$ cat config.mk
export PLATFORM = sky130hd
export DESIGN_NAME = resistive_touch_scan_sequencer_top
export DESIGN_NICKNAME = d
export VERILOG_FILES = /design/src/design/rtss_pkg.sv /design/src/design/rtss_scan.sv /design/src/design/resistive_touch_scan_sequencer_top.sv
export SDC_FILE = /design/constraint.sdc
export NUM_CORES = 1
export LEC_CHECK = 0
export BUFFER_PORTS_ARGS = -buffer_cell sky130_fd_sc_hd__buf_2
export CAP_MARGIN = 20
export CORE_AREA = 2 2 132 134
export DETAILED_ROUTE_END_ITERATION = 8
export DIE_AREA = 0 0 134 136
export PLACE_DENSITY_LB_ADDON = 0.2
export SLEW_MARGIN = 20
export SYNTH_ARGS = -nofsm -noshare
export SYNTH_HDL_FRONTEND = slang
export SYNTH_HIERARCHICAL = 1
export SYNTH_SLANG_ARGS = --single-unit
$ cat constraint.sdc
create_clock -name clk -period 7.9 [get_ports clk]
set_clock_uncertainty 0.1 [all_clocks]
set_input_delay 0.79 -clock clk [delete_from_list [all_inputs] [get_ports clk]]
set_output_delay 0.79 -clock clk [all_outputs]
set_load 0.05 [all_outputs]
$ cat src/design/rtss_pkg.sv
// Package for the resistive touch scan sequencer.
// Holds ADC width, accumulator limits, drive codes, result type and the phase drive table.
// No dependencies.
package rtss_pkg;

	localparam int unsigned ADC_BITS = 10;
	localparam logic [ADC_BITS-1:0] ADC_MAX = {ADC_BITS{1'b1}};

	localparam int unsigned CNT_W = 7;
	localparam int unsigned IDX_W = 6;
	localparam int unsigned SUM_W = 17;
	localparam int unsigned POS_W = 15;
	localparam int unsigned PHASE_W = 3;

	localparam logic [CNT_W-1:0] CNT_MIN = CNT_W'(2);
	localparam logic [CNT_W-1:0] CNT_MAX = CNT_W'(64);
	localparam logic [CNT_W-1:0] COORD_RESET = CNT_W'(32);
	localparam logic [CNT_W-1:0] PRESSURE_RESET = CNT_W'(16);

	localparam logic [SUM_W-1:0] SUM_MAX = {SUM_W{1'b1}};
	localparam logic [POS_W-1:0] POS_MAX = {POS_W{1'b1}};

	// configuration register indexes
	localparam logic REG_COORD_SAMPLES = 1'b0;
	localparam logic REG_PRESSURE_SAMPLES = 1'b1;

	// scan phases
	localparam logic [PHASE_W-1:0] PH_X_FWD = 3'd0;
	localparam logic [PHASE_W-1:0] PH_X_REV = 3'd1;
	localparam logic [PHASE_W-1:0] PH_Y_FWD = 3'd2;
	localparam logic [PHASE_W-1:0] PH_Y_REV = 3'd3;
	localparam logic [PHASE_W-1:0] PH_P_A = 3'd4;
	localparam logic [PHASE_W-1:0] PH_P_B = 3'd5;
	localparam logic [PHASE_W-1:0] PH_P_C = 3'd6;
	localparam logic [PHASE_W-1:0] PH_P_D = 3'd7;

	typedef enum logic [1:0] {
		DRV_HIZ  = 2'd0,
		DRV_LOW  = 2'd1,
		DRV_HIGH = 2'd2
	} drive_code_t;

	typedef enum logic [1:0] {
		SNS_X1 = 2'd0,
		SNS_X2 = 2'd1,
		SNS_Y1 = 2'd2,
		SNS_Y2 = 2'd3
	} sense_t;

	typedef struct packed {
		sense_t      sense;
		drive_code_t y2;
		drive_code_t y1;
		drive_code_t x2;
		drive_code_t x1;
	} drive_t;

	typedef struct packed {
		logic [SUM_W-1:0]   pressure;
		logic [POS_W-1:0]   y_pos;
		logic [POS_W-1:0]   x_pos;
		logic               frame_done;
		drive_t             drv;
		logic [PHASE_W-1:0] phase;
	} result_t;

	function automatic drive_t phase_drive(input logic [PHASE_W-1:0] ph);
		drive_t d;
		d = '{sense: SNS_X1, y2: DRV_HIZ, y1: DRV_HIZ, x2: DRV_HIZ, x1: DRV_HIZ};
		unique case (ph)
			PH_X_FWD: begin
				d.y1 = DRV_LOW;  d.y2 = DRV_HIGH; d.sense = SNS_X2;
			end
			PH_X_REV: begin
				d.y1 = DRV_HIGH; d.y2 = DRV_LOW;  d.sense = SNS_X2;
			end
			PH_Y_FWD: begin
				d.x1 = DRV_LOW;  d.x2 = DRV_HIGH; d.sense = SNS_Y2;
			end
			PH_Y_REV: begin
				d.x1 = DRV_HIGH; d.x2 = DRV_LOW;  d.sense = SNS_Y2;
			end
			PH_P_A: begin
				d.x1 = DRV_HIGH; d.x2 = DRV_HIGH; d.y1 = DRV_LOW; d.sense = SNS_Y2;
			end
			PH_P_B: begin
				d.x1 = DRV_HIGH; d.x2 = DRV_HIGH; d.y2 = DRV_LOW; d.sense = SNS_Y1;
			end
			PH_P_C: begin
				d.y1 = DRV_HIGH; d.y2 = DRV_HIGH; d.x1 = DRV_LOW; d.sense = SNS_X2;
			end
			PH_P_D: begin
				d.y1 = DRV_HIGH; d.y2 = DRV_HIGH; d.x2 = DRV_LOW; d.sense = SNS_X1;
			end
			default: d = d;
		endcase
		return d;
	endfunction

endpackage

$ cat src/design/rtss_scan.sv
// Scan state of the touch sequencer: phase, sample index, accumulators and held results.
// Computes the result for one conversion and advances the state on step. Uses rtss_pkg.
module rtss_scan
	import rtss_pkg::*;
(
	input  logic                clk,
	input  logic                arst_n,
	input  logic                step,
	input  logic [9:0]          adc_value,
	input  logic [CNT_W-1:0]    coord_samples,
	input  logic [CNT_W-1:0]    pressure_samples,
	output result_t             result
);

	logic [PHASE_W-1:0] phase_q;
	logic [IDX_W-1:0]   idx_q;
	logic [SUM_W-1:0]   coord_sum_q;
	logic [SUM_W-1:0]   pressure_sum_q;
	logic [POS_W-1:0]   x_hold_q;
	logic [POS_W-1:0]   y_hold_q;
	logic [SUM_W-1:0]   pressure_hold_q;

	logic                is_coord;
	logic                reversed;
	logic [CNT_W-1:0]    cnt_raw;
	logic [CNT_W-1:0]    cnt;
	logic                keep;
	logic                last;
	logic [ADC_BITS-1:0] sample;
	logic [ADC_BITS-1:0] val;
	logic [SUM_W-1:0]    acc;
	logic [SUM_W:0]      acc_add;
	logic [SUM_W-1:0]    acc_new;
	logic [SUM_W-1:0]    coord_next;
	logic [SUM_W-1:0]    pressure_next;
	logic [POS_W-1:0]    half_pos;
	logic [PHASE_W-1:0]  phase_next;
	logic                hold_x;
	logic                hold_y;
	logic                hold_p;

	assign is_coord = ~phase_q[2];
	assign reversed = (phase_q == PH_X_REV) || (phase_q == PH_Y_REV);
	assign cnt_raw  = is_coord ? coord_samples : pressure_samples;

	always_comb begin
		priority if (cnt_raw < CNT_MIN) begin
			cnt = CNT_MIN;
		end else if (cnt_raw > CNT_MAX) begin
			cnt = CNT_MAX;
		end else begin
			cnt = cnt_raw;
		end
	end

	// lower half of each phase is settling time
	assign keep = {1'b0, idx_q} >= (cnt >> 1);
	assign last = ({1'b0, idx_q} + CNT_W'(1)) >= cnt;

	assign sample  = ADC_BITS'(adc_value);
	assign val     = reversed ? (ADC_MAX - sample) : sample;
	assign acc     = is_coord ? coord_sum_q : pressure_sum_q;
	assign acc_add = {1'b0, acc} + (SUM_W+1)'(val);
	assign acc_new = acc_add[SUM_W] ? SUM_MAX : acc_add[SUM_W-1:0];

	assign coord_next    = (keep && is_coord) ? acc_new : coord_sum_q;
	assign pressure_next = (keep && !is_coord) ? acc_new : pressure_sum_q;

	assign half_pos = coord_next[SUM_W-1] ? POS_MAX : coord_next[POS_W:1];

	assign hold_x = last && (phase_q == PH_X_REV);
	assign hold_y = last && (phase_q == PH_Y_REV);
	assign hold_p = last && (phase_q == PH_P_D);
	assign phase_next = last ? phase_q + PHASE_W'(1) : phase_q;

	always_ff @(posedge clk or negedge arst_n) begin
		if (!arst_n) begin
			phase_q         <= PH_X_FWD;
			idx_q           <= '0;
			coord_sum_q     <= '0;
			pressure_sum_q  <= '0;
			x_hold_q        <= '0;
			y_hold_q        <= '0;
			pressure_hold_q <= '0;
		end else if (step) begin
			phase_q        <= phase_next;
			idx_q          <= last ? '0 : idx_q + IDX_W'(1);
			coord_sum_q    <= (hold_x || hold_y) ? '0 : coord_next;
			pressure_sum_q <= hold_p ? '0 : pressure_next;
			if (hold_x) begin
				x_hold_q <= half_pos;
			end
			if (hold_y) begin
				y_hold_q <= half_pos;
			end
			if (hold_p) begin
				pressure_hold_q <= pressure_next;
			end
		end
	end

	always_comb begin
		result.phase      = phase_next;
		result.drv        = phase_drive(phase_next);
		result.frame_done = hold_p;
		result.x_pos      = hold_x ? half_pos : x_hold_q;
		result.y_pos      = hold_y ? half_pos : y_hold_q;
		result.pressure   = hold_p ? pressure_next : pressure_hold_q;
	end

endmodule

$ cat src/design/resistive_touch_scan_sequencer_top.sv
// Top level of the four-wire resistive touch scan sequencer.
// Stream ports, configuration registers, input and result registers; uses rtss_pkg and rtss_scan.
//
// Each item on the slave stream is one ADC conversion of the electrode currently sensed; each
// item on the master stream tells the drive of X1, X2, Y1, Y2 and the ADC channel for the next
// conversion, with the held X, Y and pressure results and a frame-done flag on tlast. One item
// is taken every clock cycle unless the input side stalls; the input register holds it until the
// accumulate-and-advance logic loads its result into the result register. The input side stalls
// only while both the input and the result register hold items and the result is not being taken.
// Sample counts are written through cfg_we/cfg_index/cfg_data; the user must write them only while
// the stream is idle (the block does not enforce this); they count in the current phase at once.
module resistive_touch_scan_sequencer_top
	import rtss_pkg::*;
(
	input  logic             clk,
	input  logic             arst_n,
	input  logic             s_tvalid,
	output logic             s_tready,
	input  logic [15:0]      s_tdata,   // [9:0] adc_value
	output logic             m_tvalid,
	input  logic             m_tready,
	output logic [63:0]      m_tdata,   // next_phase, x1_drive, x2_drive, y1_drive, y2_drive,
	                                    // sense_electrode, x_position, y_position, pressure
	output logic             m_tlast,   // frame_done
	input  logic             cfg_we,
	input  logic             cfg_index,
	input  logic [CNT_W-1:0] cfg_data
);

	logic [CNT_W-1:0] coord_samples_q;
	logic [CNT_W-1:0] pressure_samples_q;
	logic             valid_s1;
	logic [9:0]       adc_s1;
	logic             valid_s2;
	result_t          result_s2;
	result_t          result;
	logic             advance;

	always_ff @(posedge clk or negedge arst_n) begin
		if (!arst_n) begin
			coord_samples_q    <= COORD_RESET;
			pressure_samples_q <= PRESSURE_RESET;
		end else if (cfg_we) begin
			unique case (cfg_index)
				REG_COORD_SAMPLES:    coord_samples_q <= cfg_data;
				REG_PRESSURE_SAMPLES: pressure_samples_q <= cfg_data;
				default:              coord_samples_q <= coord_samples_q;
			endcase
		end
	end

	// move the held item on when the result register is free or being drained
	assign advance  = valid_s1 && (!valid_s2 || m_tready);
	assign s_tready = !valid_s1 || advance;

	always_ff @(posedge clk or negedge arst_n) begin
		if (!arst_n) begin
			valid_s1 <= 1'b0;
			valid_s2 <= 1'b0;
		end else begin
			if (s_tready) begin
				valid_s1 <= s_tvalid;
			end
			if (advance) begin
				valid_s2 <= 1'b1;
			end else if (m_tready) begin
				valid_s2 <= 1'b0;
			end
		end
	end

	always_ff @(posedge clk) begin
		if (s_tready && s_tvalid) begin
			adc_s1 <= s_tdata[9:0];
		end
		if (advance) begin
			result_s2 <= result;
		end
	end

	rtss_scan u_scan (
		.clk              (clk),
		.arst_n           (arst_n),
		.step             (advance),
		.adc_value        (adc_s1),
		.coord_samples    (coord_samples_q),
		.pressure_samples (pressure_samples_q),
		.result           (result)
	);

	assign m_tvalid = valid_s2;
	assign m_tlast  = result_s2.frame_done;
	assign m_tdata  = {4'b0, result_s2.pressure, result_s2.y_pos, result_s2.x_pos,
		result_s2.drv, result_s2.phase};

endmodule

=== Word level (Yosys, flattened, before mapping) ===
Index checks and enable logic that the tools add are counted.

* Output and inout port bits: 67
* Flip-flop bits (word level): 177

* Add/subtract/negate cells: 5
* Reductions and logical operators: 29
* Bitwise operators: 2
* Equal/unequal tests: 10
* Order comparisons: 4
* Muxes and demuxes: 23

{| class="wikitable"
|+ Operator list
! operator !! count
|-
| $mux 17 || 7
|-
| $mux 15 || 3
|-
| $mux 7 || 3
|-
| $add 17x10->18 || 1
|-
| $reduce_or 3->1 || 6
|-
| $pmux 2 s2 || 4
|-
| $eq 3x3->1 const B || 5
|-
| $mux 10 || 1
|-
| $sub 10x10->10 const A || 1
|-
| $eq 3x2->1 const B || 3
|-
| $pmux 2 s4 || 1
|-
| $reduce_or 2->1 || 4
|-
| $add 6x1->7 const B || 1
|-
| $ge 7x7->1 || 1
|-
| $gt 7x7->1 const B || 1
|-
| $logic_and 1x1->1 || 7
|-
| $lt 7x2->1 const B || 1
|-
| $add 6x1->6 const B || 1
|-
| $eq 3x1->1 const B || 2
|-
| $ge 6x6->1 || 1
|-
| $mux 6 || 1
|-
| $reduce_and 2->1 || 3
|-
| $logic_or 1x1->1 || 4
|-
| $reduce_bool 2->1 || 2
|-
| 6 further kinds || 9
|}

=== Depth between registers and ports, before layout ===
Gate-level depths: netlist of run 1.

* Depth in word-level cells: 9
* Gate-level depth with buffers: 18
* Mapped depth without buffers: 15

=== Hierarchy ===
Netlist of run 1, hierarchy kept.

{| class="wikitable"
|+ By module, submodules not included
! module !! times used !! cells an instance !! area each (um^2)
|-
| rtss_scan || 1 || 660 || 6,319.8
|-
| resistive_touch_scan_sequencer_top || 1 || 115 || 2,822.7
|}

=== Worst setup path after synthesis of run 1 ===
Ideal clock, no wire load.

* Kind: register -> register
* Start point: register u_scan.phase_q[2]
* End point: register result_s2 (netlist bit m_tdata[14]), data pin
* Cell stages (with the launch flop): 16
* Path buffers: 2
* Data arrival time: 3,835 ps
* Required time: 7,540 ps
* Slack: 3,706 ps
* Cell sequence: dfrtp_1 -> buf_6 -> clkinv_1 -> ha_1 -> nor2_1 -> buf_1 -> xnor2_1 -> ha_1 -> fa_1 -> a21o_1 -> a221oi_2 -> o211ai_2 -> nand4_1 -> nor3b_4 -> a21oi_1 -> mux2_2

{| class="wikitable"
|+ RTL lines
! what !! RTL line !! source
|-
| start: declaration || rtss_scan.sv:15 || <nowiki>logic [PHASE_W-1:0] phase_q;</nowiki>
|-
| start signal: assignment || rtss_scan.sv:86 || <nowiki>phase_q <= phase_next;</nowiki>
|-
| end signal: assignment || resistive_touch_scan_sequencer_top.sv:77 || <nowiki>result_s2 <= result;</nowiki>
|-
| end: declaration || resistive_touch_scan_sequencer_top.sv:35 || <nowiki>result_t result_s2;</nowiki>
|}

==> impl_metrics.toml, run 1 <==
[clock_network]
clk_pin_slew_ns = 0.06
root_buffer = "clkbuf_16"
tritoncts = "done"
cts.sink_count = 177
holdBufCountCts = 0
cts_buffer_depth = 2
post_cts_resized = 0
worstSkewPairLatency_ns = 0.43
post_cts_buffers = 0
htreeDepth = 4
cts_buffers = 17

[worst_setup_path]
worstPathRequired_ns = 8.14
end_kind = "flip-flop"
arrival_ns = 5.02
path_common_cell = "o21ai_0"
r2r-start = "u_scan/phase_q[2]"
worstSetupStartpointType = "flip-flop"
worst-path-buf-inv = 3
reg2reg_depth = 14
critPathMaxStageDelay_ns = 0.65
path_cells = "buf_4 > mux2_2 > o21ai_0 > nand2_1 > o21ai_0 > inv_1 > ha_1 > a211oi_1 > o21ai_0 > a31o_2 > nand2_2 > clkinv_1 > o21ai_2 > o2bb2ai_1"
ff2ff_setup_slack_ns = 3.12
critPathMaxFanout = 47
cp_slowest_cell = "o21ai_2"
path_delay_family = "compound AO/OA/AOI/OAI gates"
r2r_end = "u_scan/pressure_sum_q[8]"
crit_type = "flip-flop to flip-flop"

[detailed_routing]
vias_per_cell = 5.95
detail-route-antenna-nets = 0
first_iter_violations = 467
num_vias = 6454
drc = 0
wl_per_cell_um = 18.5
drt_pass1_iterations = 5
drt-total-wl_mm = 20.1

[sta]
period_share_pct = 60.5
drv_slew = 0
hold_violations = 0
setup_violations = 0
hold_slack_ns = 0.247
tightestPinTransition_ns = 0.942
max_freq_mhz = 209
final.setup.tns_ns = 0
finalCriticalPeriod_ns = 4.78
grt_setup_unrepaired = "false"
slew_headroom_pct = 37.0

[floorplanning]
core-area_mm2 = 0.0169
start_util_pct = 54.2
die_w_um = 134
die_h_um = 136
rows = 48
die_area_mm2 = 0.0182
io_pins = 96

[yosys]
synth_edf_count = 71
netlist_instances = 775
ys_warn_count = 6
synth_area_per_cell_um2 = 11.8
synth.distinct_cells = 71
ys_seq_elements = 177
syn_area_mm2 = 0.00914
async_flop_share_pct = 59.9
yosysSeqAreaShare_pct = 52.4
synth_ff_type = "dfrtp_1"

[finish]
area_growth_pct = 12.3
nets = 905
layout-drive-gt1-share_pct = 29.4
antenna_cells = 0
final_common_cell = "dfrtp_1"
layout_common_cells = "dfrtp_1, mux2_2, buf_2"

[placement]
portBuffers = 85
gp_congestion = 0.943
hpwl_mm = 13.7

[flow_run]
cap_violations = 0

[min_path]
hold_path.class = "primary input to async pin"

[run_status]
status = "completed"

[global_route]
grt_max_degree = 75
grt_usage_pct = 22.7
overflow = 0
antenna_found_initial = 0
grt_pass1_vias = 6236
grt_first_pass_wirelength_mm = 32.2

[power]
p_leak_uw = 0.00445
powerDensity_mw_per_mm2 = 462
vdd_drop_max_mv = 0.184
-- stage by stage --
stage / total power (uW) / utilization (%) / instance area, um^2 / worst slack (ns) / cells
2_1_floorplan: 3340 / - / 9150 / 3.71 / 778
3_3_place_gp: 3780 / 57.3 / 9670 / 3.25 / 1051
3_5_place_dp: 3890 / 57.4 / 9680 / 3.12 / 1052
4_1_cts: 4730 / 60.8 / 10300 / 3.07 / 1084
5_1_grt: 5030 / 60.8 / 10300 / 2.77 / 1085
6_report: 4740 / 60.8 / 10300 / 3.12 / 1085
-- logic make-up after synthesis --
family | Yosys count | share of synthesized area, %
flip-flops | 177 | 52.4
adder cells (fa/ha/maj) | 29 | 4.05
other | 1 | 0.0410
XOR/XNOR | 28 | 2.68
multiplexers | 106 | 13.3
AND/OR/NAND/NOR | 200 | 11.0
AO/OA/AOI/OAI | 174 | 13.3
buffers and inverters | 60 | 3.31
-- power breakdown --
part | internal (uW) | leakage (uW) | total (uW) | switching [uW]
clock network | 472 | 0.000265 | 818 | 346
registers | 1290 | 0.00207 | 1460 | 165
logic | 830 | 0.00211 | 2470 | 1640
total | 2590 | 0.00445 | 4740 | 2150
-- sequential cells by signal, indices dropped and copies added (netlist names) --
name and cells:
adc_s1 10, coord_samples_q 7, m_tdata 60, m_tlast 1
m_tvalid 1, pressure_samples_q 7, u_scan/coord_sum_q 17, u_scan/idx_q 6
u_scan/phase_q 3, u_scan/pressure_hold_q 17, u_scan/pressure_sum_q 17, u_scan/x_hold_q 15
u_scan/y_hold_q 15, valid_s1 1
-- cell usage after synthesis, drive strengths merged, types with 6 or more instances --
library cell,count,share of area [%]
a211oi,7,0.71
a21o,13,1.1
a21oi,28,1.7
a31oi,34,2.4
and2,10,0.68
and3,9,0.62
buf,24,1.8
clkbuf,18,0.75
dfrtp,104,28
edfxtp,71,23
ha,28,3.8
inv,16,0.66
mux2,103,13
nand2,56,2.4
nand2b,6,0.41
nand3,25,1.4
nand4,7,0.48
nor2,51,2.1
nor2b,10,0.77
nor3,8,0.49
o21ai,36,2.0
o22ai,7,0.55
o2bb2ai,23,2.2
o31ai,7,0.63
xnor2,21,2.0
xor2,7,0.67
-- worst register-to-register path: cells and delay by family, from the launching register on --
family	cells	cell delay, ns
simple gates	2	0.41
mux	1	0.43
compound gates	7	1.98
buf+inv	3	1.15
fa+ha+maj	1	0.27
flops	1	0.36
-- metal layers --
layer / wire length [um] / global-route usage [%] / up-vias
li1: - / - / 3006
met4: 286 / 7.39 / 0
met5: 0 / 0 / -
met1: 9120 / 30.5 / 3205
met3: 1040 / 4.44 / 30
met2: 9630 / 37.2 / 213
-- area by class of cell --
type,instances,area (um^2)
Clock buffer,25,497
Clock inverter,7,77.6
Fill cell,1371,6610
Inverter,18,67.6
Multi-Input combinational cell,541,4070
Sequential cell,177,4790
Tap cell,225,282
Timing Repair Buffer,92,488
-- how the worst max path moves through the flow --
stage,start,endpoint,slack (ns),cells after the start
floorplan,u_scan/phase_q[2],m_tdata[14],3.71,15
global placement,u_scan/phase_q[2],u_scan/pressure_sum_q[5],3.25,14
detailed placement,u_scan/phase_q[2],u_scan/pressure_sum_q[7],3.12,14
CTS,u_scan/phase_q[2],u_scan/pressure_sum_q[3],3.07,14
global route,u_scan/phase_q[2],u_scan/pressure_sum_q[0],2.77,14
finish,u_scan/phase_q[2],u_scan/pressure_sum_q[8],3.12,14
No activity file was read; power rests on OpenSTA's default activity.
==> run 2, diff against run 1 <==
- ABC_AREA: default -> 1
- CORE_AREA: 2 2 132 134 -> 2 2 137 139
- DIE_AREA: 0 0 134 136 -> 0 0 139 141
- clock period: 7.9 -> 4.08 ns (I/O delays scaled with it)
==> run 2 against run 1 <==
  * Wire length up 5.6%
  * Critical path depth increased by 5
  * Sequential power grew 95%
  * Sequential share of layout area is 3.1 points lower
  * Clock power is 120% higher
  * Area after synthesis rose by 5.4%
  * Synthesized cell count increased by 41%
  * Core utilization shrank 0.66 points
  * Non-clock buffer count increased by 18
  * Largest cell class unchanged
  * Largest power group unchanged
  * Highest routed layer unchanged
==> impl_metrics.toml, run 2 <==
[run_status]
status = "completed"

[finish]
nets = 1232
layout_common_cells = "nand2_1, dfrtp_1, nand3_1"
layout-drive-gt1-share_pct = 21.3
final_common_cell = "nand2_1"
antenna_cells = 0
largest_reg_flops = 60
area_growth_pct = 14.1

[sta]
slew_headroom_pct = 48.6
setup_violations = 0
max_freq_mhz = 260
finalCriticalPeriod_ns = 3.84
final.setup.tns_ns = 0
drv_slew = 0
tightestPinTransition_ns = 0.764
grt_setup_unrepaired = "false"
hold_violations = 0
period_share_pct = 94.1

[yosys]
synthTopCellsByCount = "nand2_1, dfrtp_1, nand3_1"
yosysMostFrequentCell = "nand2_1"
synth.distinct_cells = 43
yosysSeqAreaShare_pct = 49.7
synth_area_per_cell_um2 = 8.81
ys_seq_elements = 177
synth_top_area_cell = "dfrtp_1"
ys_warn_count = 6
synth_edf_count = 71
syn_area_mm2 = 0.00963
yosys.area.top_type_share_pct = 27.0
synth_top_cells_by_area = "dfrtp_1, edfxtp_1, nand2_1"
async_flop_share_pct = 59.9
netlist_instances = 1094
synth_ff_type = "dfrtp_1"

[global_route]
overflow = 0
grt_usage_pct = 22.3
grt_pass1_vias = 6941
grt_max_degree = 143
grt_first_pass_wirelength_mm = 34.9
antenna_found_initial = 0

[detailed_routing]
drt_pass1_iterations = 7
vias_per_cell = 5.24
num_vias = 7443
drc = 0
first_iter_violations = 570
wl_per_cell_um = 14.9
detail-route-antenna-nets = 0
drt-total-wl_mm = 21.2

[worst_setup_path]
crit_type = "flip-flop to flip-flop"
r2r_end = "m_tdata[33]"
cp_slowest_cell = "dfrtp_1"
worstSetupStartpointType = "flip-flop"
r2r-start = "u_scan/phase_q[0]"
end_kind = "flip-flop"
path_cells = "ha_1 > ha_1 > a21o_1 > buf_4 > xor2_1 > ha_1 > nand2_1 > inv_1 > nand2_1 > nand2_1 > inv_1 > nand2_1 > nand3_2 > nand2_4 > nor2_1 > nand2_1 > o21ai_1 > nand3_2 > and2_1"
critPathMaxStageDelay_ns = 0.44
path_common_cell = "nand2_1"
ff2ff_setup_slack_ns = 0.24
reg2reg_depth = 19
critPathMaxFanout = 9
worstPathRequired_ns = 4.18
arrival_ns = 3.94

[placement]
hpwl_mm = 14.4
gp_congestion = 0.893
portBuffers = 85

[floorplanning]
start_util_pct = 52.7
die_h_um = 141
die_w_um = 139
die_area_mm2 = 0.0196
rows = 50
core-area_mm2 = 0.0183
io_pins = 96

[power]
p_leak_uw = 0.00533
powerDensity_mw_per_mm2 = 919
design_power_total_uw = 10100
vdd_drop_max_mv = 0.554

[min_path]
hold_path.class = "primary input to flip-flop"
hp-start = "s_tdata[4]"
holdPathEnd = "adc_s1[4]"
hold-path-cell-count = 1

[clock_network]
clk_pin_slew_ns = 0.07
root_buffer = "clkbuf_16"
htreeDepth = 4
cts_buffers = 17
worstSkewPairLatency_ns = 0.44
tritoncts = "done"
cts_buffer_depth = 2
cts.sink_count = 177

[flow_run]
cap_violations = 0
run 2: cell families after synthesis:
group	after synthesis	share of synthesized area, %
fa+ha+maj	29	3.84
mux	5	0.520
compound gates	123	7.23
simple gates	594	29.8
flops	177	49.7
xor+xnor	22	2.08
other cells	1	0.0389
buf+inv	143	6.83
run 2: metrics by stage:
stage	cells	setup slack (ns)	cell area (um^2)	hold slack [ns]	utilization, %
floorplan	1097	0.470	9650	0.0124	-
global placement	1388	0.183	10300	0.352	56.5
finish	1421	0.239	11000	0.0440	60.2
global route	1421	0.00563	11000	0.0286	60.2
CTS	1421	0.143	11000	0.0310	60.1
detailed placement	1388	0.146	10300	0.358	56.5
run 2: cell type report:
class	count	area (um^2)
Fill cell	1575	7280
Sequential cell	177	4790
Multi-Input combinational cell	777	4220
Timing Repair Buffer	110	693
Clock buffer	18	439
Inverter	91	344
Tap cell	234	293
Clock inverter	14	216
run 2: routing by layer:
metal	vias to the layer above	GRT usage (%)	wire length, um
met1	3469	31.0	9940
met3	27	4.38	946
li1	3752	-	-
met5	-	0	0
met4	0	8.56	598
met2	195	34.8	9710
run 2: timing repair:
action,4_1_cts,5_1_grt
resized for setup,0,5
hold buffers,1,0
setup endpoints to repair,0,10
hold endpoints to repair,49,0
buffers inserted,0,0
run 2: critical path: cells and delay by family, from the launching register on:
kind	cells	cell delay, ns
flip-flops	1	0.44
XOR/XNOR	1	0.16
AND/OR/NAND/NOR	10	1.19
AO/OA/AOI/OAI	2	0.52
buffers and inverters	3	0.34
adder cells (fa/ha/maj)	3	0.85
run 2: where the power goes:
part / switching (uW) / leakage [uW] / total, uW / internal, uW
logic: 3710 / 0.00294 / 5430 / 1720
clock network: 766 / 0.000318 / 1830 / 1070
registers: 254 / 0.00208 / 2850 / 2590
total: 4730 / 0.00533 / 10100 / 5370
run 2: how the worst max path moves through the flow:
stage | start | to | slack [ns] | cells past startpoint
floorplan | m_tvalid | u_scan/pressure_sum_q[3] | 0.47 | 7
global placement | u_scan/phase_q[2] | m_tdata[32] | 0.18 | 18
detailed placement | u_scan/phase_q[2] | m_tdata[32] | 0.15 | 19
CTS | u_scan/phase_q[2] | m_tdata[32] | 0.14 | 19
global route | u_scan/phase_q[0] | m_tdata[32] | 0.006 | 19
finish | u_scan/phase_q[0] | m_tdata[33] | 0.24 | 19
==> run 3, diff against run 2 <==
- ABC_AREA: 1 -> default
- CORE_AREA: 2 2 137 139 -> 2 2 134 136
- DIE_AREA: 0 0 139 141 -> 0 0 136 138
==> run 3 against run 2 <==
  * Maximum frequency fell by 2.5%
  * Sequential power fell by 1%
  * Clock power hardly changed
  * Via count fell by 9.5%
  * Sequential share of layout area is essentially flat
  * Power up 3.7%
  * Critical path depth shrank 4
  * Final cell count fell by 19%
  * First-iteration DRC count is 13% lower
  * Setup slack worse by 0.098 ns
  * Largest cell class unchanged
  * Highest routed layer unchanged
==> impl_metrics.toml, run 3 (same netlist as run 1, synthesis figures left out) <==
[finish]
layout-drive-gt1-share_pct = 36.9
largest_reg_flops = 60
layout_common_cells = "dfrtp_1, mux2_2, buf_2"
final_common_cell = "dfrtp_1"
area_growth_pct = 20.2
nets = 970
antenna_cells = 0

[power]
p_leak_uw = 0.00486
design_power_total_uw = 10500
powerDensity_mw_per_mm2 = 953
vdd_drop_max_mv = 0.397

[floorplanning]
start_util_pct = 52.1
die_area_mm2 = 0.0188
die_h_um = 138
io_pins = 96
rows = 49
die_w_um = 136
core-area_mm2 = 0.0175

[clock_network]
cts_buffers = 17
tritoncts = "done"
worstSkewPairLatency_ns = 0.43
clk_pin_slew_ns = 0.07
htreeDepth = 4
cts.sink_count = 177
root_buffer = "clkbuf_16"
cts_buffer_depth = 2

[sta]
period_share_pct = 96.5
drv_slew = 0
tightestPinTransition_ns = 0.866
setup_violations = 0
finalCriticalPeriod_ns = 3.94
hold_violations = 0
hold_slack_ns = 0.0466
slew_headroom_pct = 41.7
max_freq_mhz = 254

[detailed_routing]
detail-route-antenna-nets = 0
drt-total-wl_mm = 22.0
drt_pass1_iterations = 5
first_iter_violations = 497
vias_per_cell = 5.84
num_vias = 6735
drc = 0
wl_per_cell_um = 19.1

[worst_setup_path]
worstSetupStartpointType = "flip-flop"
crit_type = "flip-flop to flip-flop"
worstPathRequired_ns = 4.16
critPathMaxFanout = 6
arrival_ns = 4.02
end_kind = "flip-flop"

[global_route]
antenna_found_initial = 0
grt_max_degree = 78
met1_usage_pct = 34.5
grt_usage_pct = 24.1
grtUsageMet2_pct = 37.3
grtUsageMet3_pct = 4.91
top_usage_layer = "met2"
grt_first_pass_wirelength_mm = 35.3
grt_pass1_vias = 6745
overflow = 0

[flow_run]
cap_violations = 0

[run_status]
status = "completed"

[min_path]
hold_path.class = "primary input to flip-flop"

[placement]
gp_congestion = 0.920
portBuffers = 85
hpwl_mm = 15.3
## run 3: routing by layer
metal / part of all wire [%] / wire length (um)
met5: 0 / 0
met4: 1.7 / 366
met3: 5.1 / 1120
met2: 47 / 10300
met1: 47 / 10200
## run 3: critical path: stages (launching register included)
cell      delay, ns
dfrtp_1        0.42
ha_1           0.23
ha_2           0.21
nor2_4         0.13
buf_4          0.16
xnor2_1        0.09
ha_1           0.24
fa_2           0.36
a21o_1         0.20
a221oi_2       0.25
buf_4          0.18
o211ai_4       0.11
and3_4         0.19
a221oi_1       0.27
o211ai_1       0.25
mux2_4         0.31
## run 3: worst paths after layout
| kind | startpoint | end | slack, ns | depth (start not counted) |
|---|---|---|---|---|
| worst max register to register | u_scan/phase_q[0] | m_tdata[26] | 0.14 | 15 |
| worst min-delay path | s_tdata[6] | adc_s1[6] | 0.05 | 1 |
| max in group asynchronous | arst_n | u_scan/y_hold_q[7] | 2.53 | 3 |
| min in group asynchronous | arst_n | pressure_samples_q[3] | 0.46 | 2 |
| worst max-delay path | u_scan/phase_q[0] | m_tdata[26] | 0.14 | 15 |
| worst min register to register | u_scan/pressure_hold_q[14] | u_scan/pressure_hold_q[14] | 0.38 | 2 |
## run 3: final cells by class
type                    instances  area, um^2
clock inverters                14         218
inverters                      18        67.6
multi-input cells             541        4160
flip-flops and latches        177        4790
clock buffers                  18         450
repair buffers                157        1020
fillers                      1385        6550
well taps                     229         287
## run 3: timing repair
item	CTS	global route
hold buffers	0	1
endpoints found under the hold margin	0	65
setup buffers	0	2
gates resized for setup	7	23
pin swaps	2	4
endpoints found under the setup margin	32	105
## run 3: where the power goes
part	total (uW)	internal, uW	switching, uW	leakage [uW]
Sequential	2810	2500	316	0.00207
Combinational	5830	2300	3530	0.00246
Clock	1830	1090	747	0.000325
## run 3: per-stage QoR
stage	TNS, ns	cells	instance area (um^2)	util, %	worst slack [ns]
3_3_place_gp	-0.00649	1119	10200	58.1	-0.00357
4_1_cts	0	1151	10900	62.1	0.00619
6_report	0	1154	11000	62.7	0.141
2_1_floorplan	0	778	9160	-	0.0136
5_1_grt	-0.00210	1154	11000	62.7	-0.00210
3_5_place_dp	-2.08	1119	10200	58.1	-0.119
